`src/rtl/lfj_pkg.sv`:
```
package lfj_pkg;

	typedef enum logic [1:0] {
		PH_NORMAL = 2'd0,
		PH_SQUAT  = 2'd1,
		PH_PUSH   = 2'd2,
		PH_AIR    = 2'd3
	} phase_t;

	// Register indexes on the write port
	localparam logic [2:0] REG_FORCE_LIMIT   = 3'd0;
	localparam logic [2:0] REG_NORMAL_TARGET = 3'd1;
	localparam logic [2:0] REG_NORMAL_STIFF  = 3'd2;
	localparam logic [2:0] REG_NORMAL_DAMP   = 3'd3;
	localparam logic [2:0] REG_FEEDFORWARD   = 3'd4;
	localparam logic [2:0] REG_PUSH_FORCE    = 3'd5;
	localparam logic [2:0] REG_SQUAT_DONE    = 3'd6;
	localparam logic [2:0] REG_AIR_TARGET    = 3'd7;

	// Fixed gains and targets of the squat and air phases
	localparam logic [15:0] SQUAT_TARGET = 16'd4260;   // 0.065 m
	localparam logic [13:0] SQUAT_K16    = 14'd2400;   // 150 N/m
	localparam logic [11:0] SQUAT_D16    = 12'd192;    // 12 N*s/m
	localparam logic [13:0] AIR_K16      = 14'd1600;   // 100 N/m
	localparam logic [11:0] AIR_D16      = 12'd160;    // 10 N*s/m
	localparam int          HARM_KP      = 5;

	localparam int ACC_W  = 36;   // force accumulator, units of 2^-20 N
	localparam int HARM_W = 30;   // harmony term, same units

	typedef struct packed {
		logic [15:0] air_target_length;
		logic [15:0] squat_done_length;
		logic [14:0] push_force;
		logic [14:0] feedforward_force;
		logic [11:0] normal_damping;
		logic [13:0] normal_stiffness;
		logic [15:0] normal_target_length;
		logic [14:0] force_limit;
	} cfg_t;

	localparam cfg_t CFG_RESET = '{
		air_target_length:    16'd5243,
		squat_done_length:    16'd4588,
		push_force:           15'd15360,
		feedforward_force:    15'd7168,
		normal_damping:       12'd160,
		normal_stiffness:     14'd960,
		normal_target_length: 16'd6554,
		force_limit:          15'd15360
	};

	typedef struct packed {
		logic signed [15:0] right_angle_rate;
		logic signed [15:0] left_angle_rate;
		logic signed [15:0] right_leg_angle;
		logic signed [15:0] left_leg_angle;
		logic signed [15:0] right_length_rate;
		logic signed [15:0] left_length_rate;
		logic        [15:0] right_length;
		logic        [15:0] left_length;
		logic               touchdown_seen;
		logic               liftoff_seen;
		logic               jump_request;
	} in_item_t;

	typedef struct packed {
		phase_t      phase;
		logic [14:0] right_force;
		logic [14:0] left_force;
	} out_item_t;

endpackage

```
`src/rtl/lfj_phase.sv`:
```
module lfj_phase (
	input  logic             clk,
	input  logic             arst_n,
	input  logic             advance,
	input  logic             jump_request,
	input  logic             liftoff_seen,
	input  logic             touchdown_seen,
	input  logic [15:0]      left_length,
	input  logic [15:0]      right_length,
	input  logic [15:0]      squat_done_length,
	output lfj_pkg::phase_t  used_phase,
	output lfj_pkg::phase_t  phase_state
);

	lfj_pkg::phase_t phase_q;
	lfj_pkg::phase_t phase_next;

	// Apply events in priority order; touchdown wins
	always_comb begin
		used_phase = phase_q;
		if (jump_request) begin
			used_phase = lfj_pkg::PH_SQUAT;
		end
		if (liftoff_seen && used_phase == lfj_pkg::PH_PUSH) begin
			used_phase = lfj_pkg::PH_AIR;
		end
		if (touchdown_seen) begin
			used_phase = lfj_pkg::PH_NORMAL;
		end
	end

	// Squat ends once both legs are short enough; push starts next item
	always_comb begin
		phase_next = used_phase;
		unique case (used_phase)
			lfj_pkg::PH_SQUAT: begin
				if (left_length < squat_done_length && right_length < squat_done_length) begin
					phase_next = lfj_pkg::PH_PUSH;
				end
			end
			default: phase_next = used_phase;
		endcase
	end

	always_ff @(posedge clk or negedge arst_n) begin
		if (!arst_n) begin
			phase_q <= lfj_pkg::PH_NORMAL;
		end else if (advance) begin
			phase_q <= phase_next;
		end
	end

	assign phase_state = phase_q;

endmodule

```
`src/rtl/lfj_leg_force.sv`:
```
module lfj_leg_force (
	input  lfj_pkg::cfg_t                     cfg,
	input  lfj_pkg::phase_t                   phase,
	input  logic [15:0]                       length,
	input  logic signed [15:0]                length_rate,
	input  logic signed [lfj_pkg::HARM_W-1:0] harm,
	output logic [14:0]                       force_out
);

	logic [13:0]                         k16;
	logic [11:0]                         d16;
	logic [15:0]                         target;
	logic signed [16:0]                  len_err;
	logic signed [31:0]                  spring;
	logic signed [28:0]                  damp;
	logic signed [lfj_pkg::ACC_W-1:0]    spring_term;
	logic signed [lfj_pkg::ACC_W-1:0]    damp_term;
	logic signed [lfj_pkg::ACC_W-1:0]    ff_term;
	logic signed [lfj_pkg::ACC_W-1:0]    harm_term;
	logic signed [lfj_pkg::ACC_W-1:0]    push_term;
	logic signed [lfj_pkg::ACC_W-1:0]    acc;
	logic signed [lfj_pkg::ACC_W-1:0]    rnd;
	logic [lfj_pkg::ACC_W-12:0]          q;

	// Pick gains for the phase
	always_comb begin
		case (phase)
			lfj_pkg::PH_SQUAT: begin
				k16    = lfj_pkg::SQUAT_K16;
				d16    = lfj_pkg::SQUAT_D16;
				target = lfj_pkg::SQUAT_TARGET;
			end
			lfj_pkg::PH_AIR: begin
				k16    = lfj_pkg::AIR_K16;
				d16    = lfj_pkg::AIR_D16;
				target = cfg.air_target_length;
			end
			default: begin
				k16    = cfg.normal_stiffness;
				d16    = cfg.normal_damping;
				target = cfg.normal_target_length;
			end
		endcase
	end

	assign len_err = $signed({1'b0, target}) - $signed({1'b0, length});
	assign spring  = $signed({1'b0, k16}) * len_err;
	assign damp    = $signed({1'b0, d16}) * length_rate;

	assign spring_term = lfj_pkg::ACC_W'(spring);
	assign damp_term   = lfj_pkg::ACC_W'(damp) <<< 5;
	assign ff_term     = (phase == lfj_pkg::PH_NORMAL) ?
		$signed(lfj_pkg::ACC_W'({cfg.feedforward_force, 10'b0})) : '0;
	assign harm_term   = (phase == lfj_pkg::PH_AIR) ? lfj_pkg::ACC_W'(harm) : '0;
	assign push_term   = $signed(lfj_pkg::ACC_W'({cfg.push_force, 10'b0}));

	assign acc = (phase == lfj_pkg::PH_PUSH) ? push_term :
		spring_term - damp_term + ff_term + harm_term;

	// Round half up to Q5.10, then clamp to 0..force_limit
	assign rnd = acc + lfj_pkg::ACC_W'(512);
	assign q   = rnd[lfj_pkg::ACC_W-2:10];

	always_comb begin
		if (acc <= 0) begin
			force_out = '0;
		end else if (q > (lfj_pkg::ACC_W-11)'(cfg.force_limit)) begin
			force_out = cfg.force_limit;
		end else begin
			force_out = q[14:0];
		end
	end

endmodule

```
`src/rtl/leg_force_jump_controller.sv`:
```
// Leg force jump controller.
//
// Input channel s_*: one item per control tick, carrying the three event
// flags (jump, liftoff, touchdown) and both legs' length, length rate, angle
// and angle rate. Output channel m_*: one item per input item, carrying the
// clamped left and right vertical forces and the phase used for them.
// Configuration: write cfg_wdata into register cfg_index while cfg_we is high;
// write only while the block is idle.
//
// An input register holds the accepted item, one pass of phase logic and
// per-leg spring-damper math (one multiplier per gain) feeds the output
// register, and m_tvalid rises when the output register loads.
// Throughput: one item per cycle while m_tready stays high.
// When the receiver stalls, the output register holds its item and the input
// register still takes one more item; s_tready then drops until the output
// frees up. Nothing is dropped or repeated.
// Reset clears both valid flags, returns the jump phase to normal and loads
// every configuration register with its default.
module leg_force_jump_controller (
	input  logic         clk,
	input  logic         arst_n,
	// item input
	input  logic         s_tvalid,
	output logic         s_tready,
	// [0] jump_request, [1] liftoff_seen, [2] touchdown_seen,
	// [18:3] left_length, [34:19] right_length, [50:35] left_length_rate,
	// [66:51] right_length_rate, [82:67] left_leg_angle, [98:83] right_leg_angle,
	// [114:99] left_angle_rate, [130:115] right_angle_rate, [135:131] unused
	input  logic [135:0] s_tdata,
	// result output
	output logic         m_tvalid,
	input  logic         m_tready,
	// [14:0] left_force, [29:15] right_force, [31:30] phase
	output logic [31:0]  m_tdata,
	// configuration write port
	input  logic         cfg_we,
	input  logic [2:0]   cfg_index,
	input  logic [15:0]  cfg_wdata
);

	lfj_pkg::cfg_t      cfg_q;
	lfj_pkg::in_item_t  item_s1;
	logic               valid_s1;
	lfj_pkg::out_item_t out_q;
	logic               valid_q;
	logic               out_free;
	logic               advance;
	lfj_pkg::phase_t    used_phase;
	lfj_pkg::phase_t    phase_state;
	logic signed [16:0] ang_diff;
	logic signed [16:0] arate_diff;
	logic signed [lfj_pkg::HARM_W-1:0] harm;
	logic signed [lfj_pkg::HARM_W-1:0] harm_left;
	logic [14:0]        left_force;
	logic [14:0]        right_force;

	// Configuration registers: mask to each register's width
	always_ff @(posedge clk or negedge arst_n) begin
		if (!arst_n) begin
			cfg_q <= lfj_pkg::CFG_RESET;
		end else if (cfg_we) begin
			unique case (cfg_index)
				lfj_pkg::REG_FORCE_LIMIT:   cfg_q.force_limit          <= cfg_wdata[14:0];
				lfj_pkg::REG_NORMAL_TARGET: cfg_q.normal_target_length <= cfg_wdata;
				lfj_pkg::REG_NORMAL_STIFF:  cfg_q.normal_stiffness     <= cfg_wdata[13:0];
				lfj_pkg::REG_NORMAL_DAMP:   cfg_q.normal_damping       <= cfg_wdata[11:0];
				lfj_pkg::REG_FEEDFORWARD:   cfg_q.feedforward_force    <= cfg_wdata[14:0];
				lfj_pkg::REG_PUSH_FORCE:    cfg_q.push_force           <= cfg_wdata[14:0];
				lfj_pkg::REG_SQUAT_DONE:    cfg_q.squat_done_length    <= cfg_wdata;
				lfj_pkg::REG_AIR_TARGET:    cfg_q.air_target_length    <= cfg_wdata;
				default:                    cfg_q <= cfg_q;
			endcase
		end
	end

	// Handshake: advance the held item whenever the output register is free
	assign out_free = !valid_q || m_tready;
	assign advance  = valid_s1 && out_free;
	assign s_tready = !valid_s1 || out_free;

	always_ff @(posedge clk or negedge arst_n) begin
		if (!arst_n) begin
			valid_s1 <= 1'b0;
		end else if (s_tready) begin
			valid_s1 <= s_tvalid;
		end
	end

	always_ff @(posedge clk) begin
		if (s_tvalid && s_tready) begin
			item_s1 <= lfj_pkg::in_item_t'(s_tdata[130:0]);
		end
	end

	lfj_phase u_phase (
		.clk               (clk),
		.arst_n            (arst_n),
		.advance           (advance),
		.jump_request      (item_s1.jump_request),
		.liftoff_seen      (item_s1.liftoff_seen),
		.touchdown_seen    (item_s1.touchdown_seen),
		.left_length       (item_s1.left_length),
		.right_length      (item_s1.right_length),
		.squat_done_length (cfg_q.squat_done_length),
		.used_phase        (used_phase),
		.phase_state       (phase_state)
	);

	// Harmony term: 5 * angle difference * 256 + rate difference * 2048
	assign ang_diff   = 17'(item_s1.left_leg_angle) - 17'(item_s1.right_leg_angle);
	assign arate_diff = 17'(item_s1.left_angle_rate) - 17'(item_s1.right_angle_rate);
	assign harm = ((lfj_pkg::HARM_W'(ang_diff) * lfj_pkg::HARM_W'(lfj_pkg::HARM_KP)) <<< 8)
		+ (lfj_pkg::HARM_W'(arate_diff) <<< 11);
	// Subtract on the left, add on the right
	assign harm_left = -harm;

	lfj_leg_force u_left (
		.cfg         (cfg_q),
		.phase       (used_phase),
		.length      (item_s1.left_length),
		.length_rate (item_s1.left_length_rate),
		.harm        (harm_left),
		.force_out   (left_force)
	);

	lfj_leg_force u_right (
		.cfg         (cfg_q),
		.phase       (used_phase),
		.length      (item_s1.right_length),
		.length_rate (item_s1.right_length_rate),
		.harm        (harm),
		.force_out   (right_force)
	);

	// Output register: hold while the receiver stalls
	always_ff @(posedge clk or negedge arst_n) begin
		if (!arst_n) begin
			valid_q <= 1'b0;
		end else if (out_free) begin
			valid_q <= valid_s1;
		end
	end

	always_ff @(posedge clk) begin
		if (advance) begin
			out_q.left_force  <= left_force;
			out_q.right_force <= right_force;
			out_q.phase       <= used_phase;
		end
	end

	assign m_tvalid = valid_q;
	assign m_tdata  = out_q;

`ifndef ASSERT_OFF
	a_force_clamped: assert property (@(posedge clk) disable iff (!arst_n)
		advance |=> (out_q.left_force <= $past(cfg_q.force_limit)
			&& out_q.right_force <= $past(cfg_q.force_limit)))
		else $error("force above limit");

	a_push_equal: assert property (@(posedge clk) disable iff (!arst_n)
		(valid_q && out_q.phase == lfj_pkg::PH_PUSH) |-> out_q.left_force == out_q.right_force)
		else $error("push forces differ");

	a_push_from_squat: assert property (@(posedge clk) disable iff (!arst_n)
		(phase_state == lfj_pkg::PH_PUSH && $past(phase_state) != lfj_pkg::PH_PUSH)
		|-> ($past(used_phase) == lfj_pkg::PH_SQUAT && $past(advance)))
		else $error("push entered without squat");

	a_empty_ready: assert property (@(posedge clk) disable iff (!arst_n)
		!valid_s1 |-> s_tready)
		else $error("empty input stage not ready");
`endif

endmodule
```
`config.mk`:
```
export PLATFORM = sky130hd
export DESIGN_NAME = leg_force_jump_controller
export DESIGN_NICKNAME = d
export VERILOG_FILES = /design/src/rtl/lfj_pkg.sv /design/src/rtl/lfj_phase.sv /design/src/rtl/lfj_leg_force.sv /design/src/rtl/leg_force_jump_controller.sv
export SDC_FILE = /design/constraint.sdc
export NUM_CORES = 2
export LEC_CHECK = 0
export ABC_AREA = 1
export BUFFER_PORTS_ARGS = -buffer_cell sky130_fd_sc_hd__buf_2
export CORE_ASPECT_RATIO = 0.5
export CORE_UTILIZATION = 40
export DETAILED_ROUTE_END_ITERATION = 12
export PLACE_DENSITY_LB_ADDON = 0.08
export SYNTH_ARGS = -nofsm -noshare
export SYNTH_HDL_FRONTEND = slang
export SYNTH_HIERARCHICAL = 1
export SYNTH_SLANG_ARGS = --single-unit
export TNS_END_PERCENT = 10
```
`constraint.sdc`:
```
create_clock -name clk -period 11 [get_ports clk]
set_input_delay 1.65 -clock clk [delete_from_list [all_inputs] [get_ports clk]]
set_output_delay 1.65 -clock clk [all_outputs]
set_load 0.01 [all_outputs]
```
---- After elaboration in Yosys (flattened, before gate mapping) ----
Cells that the tools add are included.
W data, S select, Z words.
storage, ports and cells
  register bits after elaboration ......... 286
  output and inout bits ................... 34
  logic and storage cells ................. 94
cells by class
  $add $sub $neg .......................... 14
  $mul .................................... 5
  magnitude comparators ................... 6
  eq/ne operators ......................... 11
  muxes and demuxes ....................... 15
  reductions and logical operators ........ 18
operators with widths
  kind                      number
  $add A36 B36 Y36          4
  $mux W36                  4
  $le A36 B1 Y1 const B     2
  $add A35 B11 Y35 const B  2
  $sub A32 B34 Y35          2
  $sub A16 B16 Y17          4
  $mul A15 B17 Y32          2
  $mul A13 B16 Y29          2
  $gt A25 B15 Y1            2
  $lt A16 B16 Y1            2
  $pmux W16 S2              1
  $add A29 B28 Y30          1
  $mux W15                  2
  $neg A30 Y30              1
  $pmux W14 S2              1
  $mux W25                  1
  $pmux W12 S2              1
  $mul A17 B4 Y21 const B   1
  $reduce_and A2 Y1         8
  $eq A3 B3 Y1 const B      4
  $mux W2                   5
  $eq A2 B2 Y1 const B      3
  $eq A3 B2 Y1 const B      2
  $logic_and A1 B1 Y1       4
  other kinds (6)           8

---- Depth between registers and ports, before layout ----
  depth in word-level cells ............... 16
  gate-level depth with buffers ........... 74
  depth with buffers taken out ............ 73

---- Hierarchy ----
The synthesis kept the hierarchy.
by module, submodules not included
  module                     instances  cells each  area an instance (um^2)  sequential area each (um^2)
  lfj_leg_force (u_left)     1          3048        22625.4                  0.0
  lfj_leg_force (u_right)    1          3030        22574.2                  0.0
  leg_force_jump_controller  1          1283        13431.6                  7971.4
  lfj_phase                  1          139         883.3                    50.0

---- Least setup slack after synthesis ----
No wires, ideal clock.
  path type ............................... register to register
  start point ............................. reg u_phase.phase_q[1] (netlist: u_phase/phase_state[1])
  end point ............................... reg out_q (netlist bit m_tdata[8]) (data pin)
  arrival time ............................ 11914 ps
  slack ................................... -1167 ps
  cell stages (with the launch flop) ...... 62
  buffers on the path ..................... 4
  clock period less this slack ............ 12167 ps
  cells stage by stage .................... dfrtp_1 nand2_1 a21oi_1 clkbuf_1 inv_1 clkbuf_1 nand2_1 clkbuf_1 nor2_1 fa_1 inv_1 fa_1 inv_1 fa_1 inv_1 fa_1 fa_1 inv_1 [... 26 more ...] nand2_1 nor2_1 nand2_1 nor3_1 xor2_1 ha_1 nand2_1 nor2_1 nand4_1 nand2_1 nand3_1 nor2_1 nand2_1 nor2_1 nand2_2 buf_4 nor2_1 nor2_1
between the ends
  cells in the longest elaborated chain, start to end .. 16
  elaborated cells on any way between the ends .. 25
RTL lines
  element                                       RTL line                                  text
  from (decl)                                   lfj_phase.sv:15                           lfj_pkg::phase_t phase_q;
  from (signal assigned)                        lfj_phase.sv:47                           phase_q <= lfj_pkg::PH_NORMAL;
  from (signal assigned)                        lfj_phase.sv:49                           phase_q <= phase_next;
  $mux W2 (*)                                   lfj_phase.sv:21                           if (jump_request) begin
  $eq A2 B2 Y1 (*)                              lfj_phase.sv:24                           if (liftoff_seen && used_phase == lfj_pkg::PH_PUSH) begin
  $logic_and A1 B1 Y1 (*)                       lfj_phase.sv:24
  $mux W2 (*)                                   lfj_phase.sv:24
  $mux W2 (*)                                   lfj_phase.sv:27                           if (touchdown_seen) begin
  net used_phase[0]                             leg_force_jump_controller.sv:48           lfj_pkg::phase_t used_phase;
  $eq A2 B2 Y1 or $eq A2 B1 Y1 (tied branches)  lfj_leg_force.sv:27, lfj_leg_force.sv:54
  $pmux W16 S2                                  lfj_leg_force.sv:27                       case (phase)
  $sub A16 B16 Y17                              lfj_leg_force.sv:46                       assign len_err = $signed({1'b0, target}) - $signed({1'b0, length});
  $mul A15 B17 Y32                              lfj_leg_force.sv:47                       assign spring = $signed({1'b0, k16}) * len_err;
  $sub A32 B34 Y35                              lfj_leg_force.sv:58                       spring_term - damp_term + ff_term + harm_term;
  $add A36 B36 Y36 (2 in a row)                 lfj_leg_force.sv:58
  $mux W36 (*)                                  lfj_leg_force.sv:57                       assign acc = (phase == lfj_pkg::PH_PUSH) ? push_term :
  $add A35 B11 Y35                              lfj_leg_force.sv:61                       assign rnd = acc + lfj_pkg::ACC_W'(512);
  $gt A25 B15 Y1                                lfj_leg_force.sv:67                       end else if (q > (lfj_pkg::ACC_W-11)'(cfg.force_limit)) begin
  $mux W15                                      lfj_leg_force.sv:67
  to (decl)                                     leg_force_jump_controller.sv:44           lfj_pkg::out_item_t out_q;
The timed path passes the listed nets; every way through them passes the cells marked *.
A chain may end at the register's enable or synchronous reset.

---- Final worst setup path ----
  start point ............................. reg item_s1[0] in the netlist's numbering
  end point ............................... reg out_q (netlist bit m_tdata[16]) (data pin)
between the ends
  cells in the longest elaborated chain, start to end .. 16
  elaborated cells on any way between the ends .. 25
RTL lines
  element                                       RTL line                                  text
  from (decl)                                   leg_force_jump_controller.sv:42           lfj_pkg::in_item_t item_s1;
  from (signal assigned)                        leg_force_jump_controller.sv:91           item_s1 <= lfj_pkg::in_item_t'(s_tdata[130:0]);
  $mux W2 (*)                                   lfj_phase.sv:21
  $eq A2 B2 Y1                                  lfj_phase.sv:24
  $logic_and A1 B1 Y1                           lfj_phase.sv:24
  $mux W2 (*)                                   lfj_phase.sv:24
  $mux W2 (*)                                   lfj_phase.sv:27
  net used_phase[0]                             leg_force_jump_controller.sv:48
  $eq A2 B2 Y1 or $eq A2 B1 Y1 (tied branches)  lfj_leg_force.sv:27, lfj_leg_force.sv:54
  $pmux W16 S2                                  lfj_leg_force.sv:27
  $sub A16 B16 Y17                              lfj_leg_force.sv:46
  $mul A15 B17 Y32                              lfj_leg_force.sv:47
  $sub A32 B34 Y35                              lfj_leg_force.sv:58
  $add A36 B36 Y36 (2 in a row)                 lfj_leg_force.sv:58
  $mux W36 (*)                                  lfj_leg_force.sv:57
  $add A35 B11 Y35                              lfj_leg_force.sv:61
  $gt A25 B15 Y1                                lfj_leg_force.sv:67
  $mux W15                                      lfj_leg_force.sv:67
Marks and branches as above.

==> metrics <==
status=complete, but fails checks; failing checks=setup timing; total wire length=191000 µm; WS Path Type=reg -> reg; CP peak stage delay=0.62 ns; placed instance count=10400; Core Region=0.147 mm²; # rows=99; cell count after synthesis=7500; largest net degree at the start of global routing=81; Slew @ Worst Pin=1.21 ns; first-pass GRT wire length=298000 µm; drt first-iter violations=3519; layout cells sized above 1=19.0%; Clk Latency, worst-skew pair=0.64 ns; Place WS=-1.26 ns; top post-synthesis cells by area=fa_1, inv_1, ha_1; Root Buffer=clkbuf_16; Required @ worst endpoint=11.34 ns; Die H=275 µm; Post-DP HPWL=167000 µm; via/cell ratio=4.70; Crit Path Max Fanout=30; Compound-Gate Fraction of Synth Area=5.16%; Post-synth top flop=edfxtp_1; I/O pin cnt=194; area leader, netlist=fa_1; post-synthesis mux area share=0%; Setup Skew=0.0605 ns; DRC viols=0; CTS Buf Count=38; Netlist Area Pre-Place=0.0595 mm²; post-synthesis sequential area ratio=13.5%; Post-CTS Hold Buffers=0; syn_area_per_cell=7.94 µm²; fin crit period=11.85 ns; CTS clk-pin slew, worst paths=0.08 ns; Cell variety after synth=62; GPL Wtd Cong=0.916; XOR/XNOR Fraction of Synth Area=2.62%; adder-cell share of the synthesized area=45.2%; final setup TNS=-24.82 ns; H-tree depth=2; WL per Instance=18.2 µm; Max Freq=84.4 MHz; number of global-route vias before repair=50000; worst hold margin=0.486 ns; Fin. Hold Viols=0; Worst Slack Setup Final=-0.847 ns; top-area cell type share of the netlist area=34.2%; largest family of logic cells by synthesized area=adder cells; initial antenna violation count=12; slowest CP cell=fa_1; port bufs=188; GRT Util Overall=26.3%; Yosys warning total=6; Slew headroom=19.3%; Die Wd=548 µm; Worst setup EP type=flop; Final ANT Viol Nets=0; gr ovfl total=0; Max Cap Viol=0; Post-Layout Cell Count=10500; Die ar.=0.150 mm²; Area growth, synth to finish=20.0%; Layout Nets=10200; RSZ-0062 raised after global routing=yes; count of state elements after synthesis=286; FFs w/ async S/R, synth=43.0%; Clock Path Buffers=3; Hold/Removal Path Class=reg -> reg; area share of and/or/nand/nor cells after synthesis=20.3%; TritonCTS clock tree=built; Slew Viols, Final=0; final number of setup-violating endpoints=30; cell mode on critical path=fa_1; Initial Utilization=40.5%; CP Launch Type=flop; via count=49300; period utilization=108%; clock sink total=286; number of synthesized flops with an enable pin=163; critical path arrival=12.19 ns; drt pass-1 iters=7
[placed cells by master (no fill, tap or decap), types with 20 or more instances in the layout]
| cell type | n |
|---|---|
| inv_1 | 1867 |
| nand2_1 | 1522 |
| fa_1 | 987 |
| buf_4 | 849 |
| nor2_1 | 758 |
| ha_1 | 501 |
| a21oi_1 | 213 |
| nand3_1 | 211 |
| buf_2 | 187 |
| o21ai_0 | 172 |
| edfxtp_1 | 163 |
| xor2_1 | 94 |
| dfrtp_1 | 84 |
| nand2_2 | 80 |
| or2_2 | 64 |
| xnor2_1 | 61 |
| nor2_2 | 56 |
| inv_2 | 54 |
| nand4_1 | 53 |
| clkbuf_16 | 43 |
| dfstp_2 | 39 |
| a21oi_2 | 33 |
| fa_2 | 31 |
| nor2_4 | 26 |
| nand3_2 | 24 |
| nor3_1 | 23 |
| clkinv_1 | 22 |
| a22o_1 | 22 |
| ha_4 | 20 |
[timing repair]
item	CTS	global route
pin swaps	53	54
setup buffers	20	12
gates resized for setup	114	102
setup endpoints to repair	30	30
[cells in the mapped netlist, types with 64 or more instances]
cell type	number
o21ai_0	182
dfrtp_1	84
ha_1	523
or2_2	64
inv_1	1880
xor2_1	108
a21oi_1	240
xnor2_1	68
nand2_1	1556
edfxtp_1	163
nor2_1	789
nand3_1	217
fa_1	1018
clkbuf_1	92
[path summary, 6_finish.rpt]
kind	from	to	slack, ns	depth (start not counted)
setup / recovery	item_s1[0]	m_tdata[16]	-0.85	59
hold / removal	cfg_q[102]	cfg_q[102]	0.49	2
setup reg to reg	item_s1[0]	m_tdata[16]	-0.85	59
hold reg to reg	cfg_q[102]	cfg_q[102]	0.49	2
max in group asynchronous	arst_n	m_tvalid	8.56	2
min in group asynchronous	arst_n	u_phase/phase_state[1]	0.99	1
[cell type report]
type | count | area [µm²]
Inverter | 1949 | 7330
Clock buffer | 52 | 1120
Clock inverter | 18 | 149
Sequential cell | 286 | 8020
Timing Repair Buffer | 1053 | 7570
Tap cell | 1969 | 2460
Multi-Input combinational cell | 5157 | 44800
Fill cell | 14700 | 75300
Antenna cell | 7 | 17.5
[flip-flops by register name (all words and copies together) (netlist names)]
signal and count:
m_tvalid 1, u_phase/phase_state 2, item_s1 131, m_tdata 32
cfg_q 119, valid_s1 1
[cell families (layout without fill, tap and decap cells)]
logic type,count (synthesis),in the layout
and+or+nand+nor,2875,2875
adders and majority gates,1541,1541
other,1,23
DFF,286,286
xor gates and xnor gates,177,177
buffers and inverters,2072,3072
AOI/OAI and AO/OA,548,548
[through the flow]
step | instance area, µm² | utilization [%]
after global routing | 71400 | 48.7
after CTS | 70900 | 48.3
after floorplan | 59800 | -
after global placement | 69000 | 47.0
after detailed placement | 69000 | 47.0
final | 71400 | 48.7
[worst max-delay path, delay by kind of cell (launching register included)]
kind / cells / cell delay [ns]
DFF: 1 / 0.42
adders and majority gates: 14 / 6.42
and+or+nand+nor: 22 / 2.19
buffers and inverters: 16 / 1.58
AOI/OAI and AO/OA: 5 / 0.53
xor gates and xnor gates: 2 / 0.38
[routing by layer]
layer | part of all wire (%) | up-vias | GRT usage [%]
met5 | 0 | - | 0
met4 | 1.5 | 0 | 3.88
met3 | 7.8 | 138 | 5.72
met2 | 40 | 1305 | 37.8
met1 | 50 | 23700 | 40.7
li1 | - | 24200 | -
Power is not shown: default switching activity piles up to over one toggle a cycle in this logic, so the estimate is an artifact.
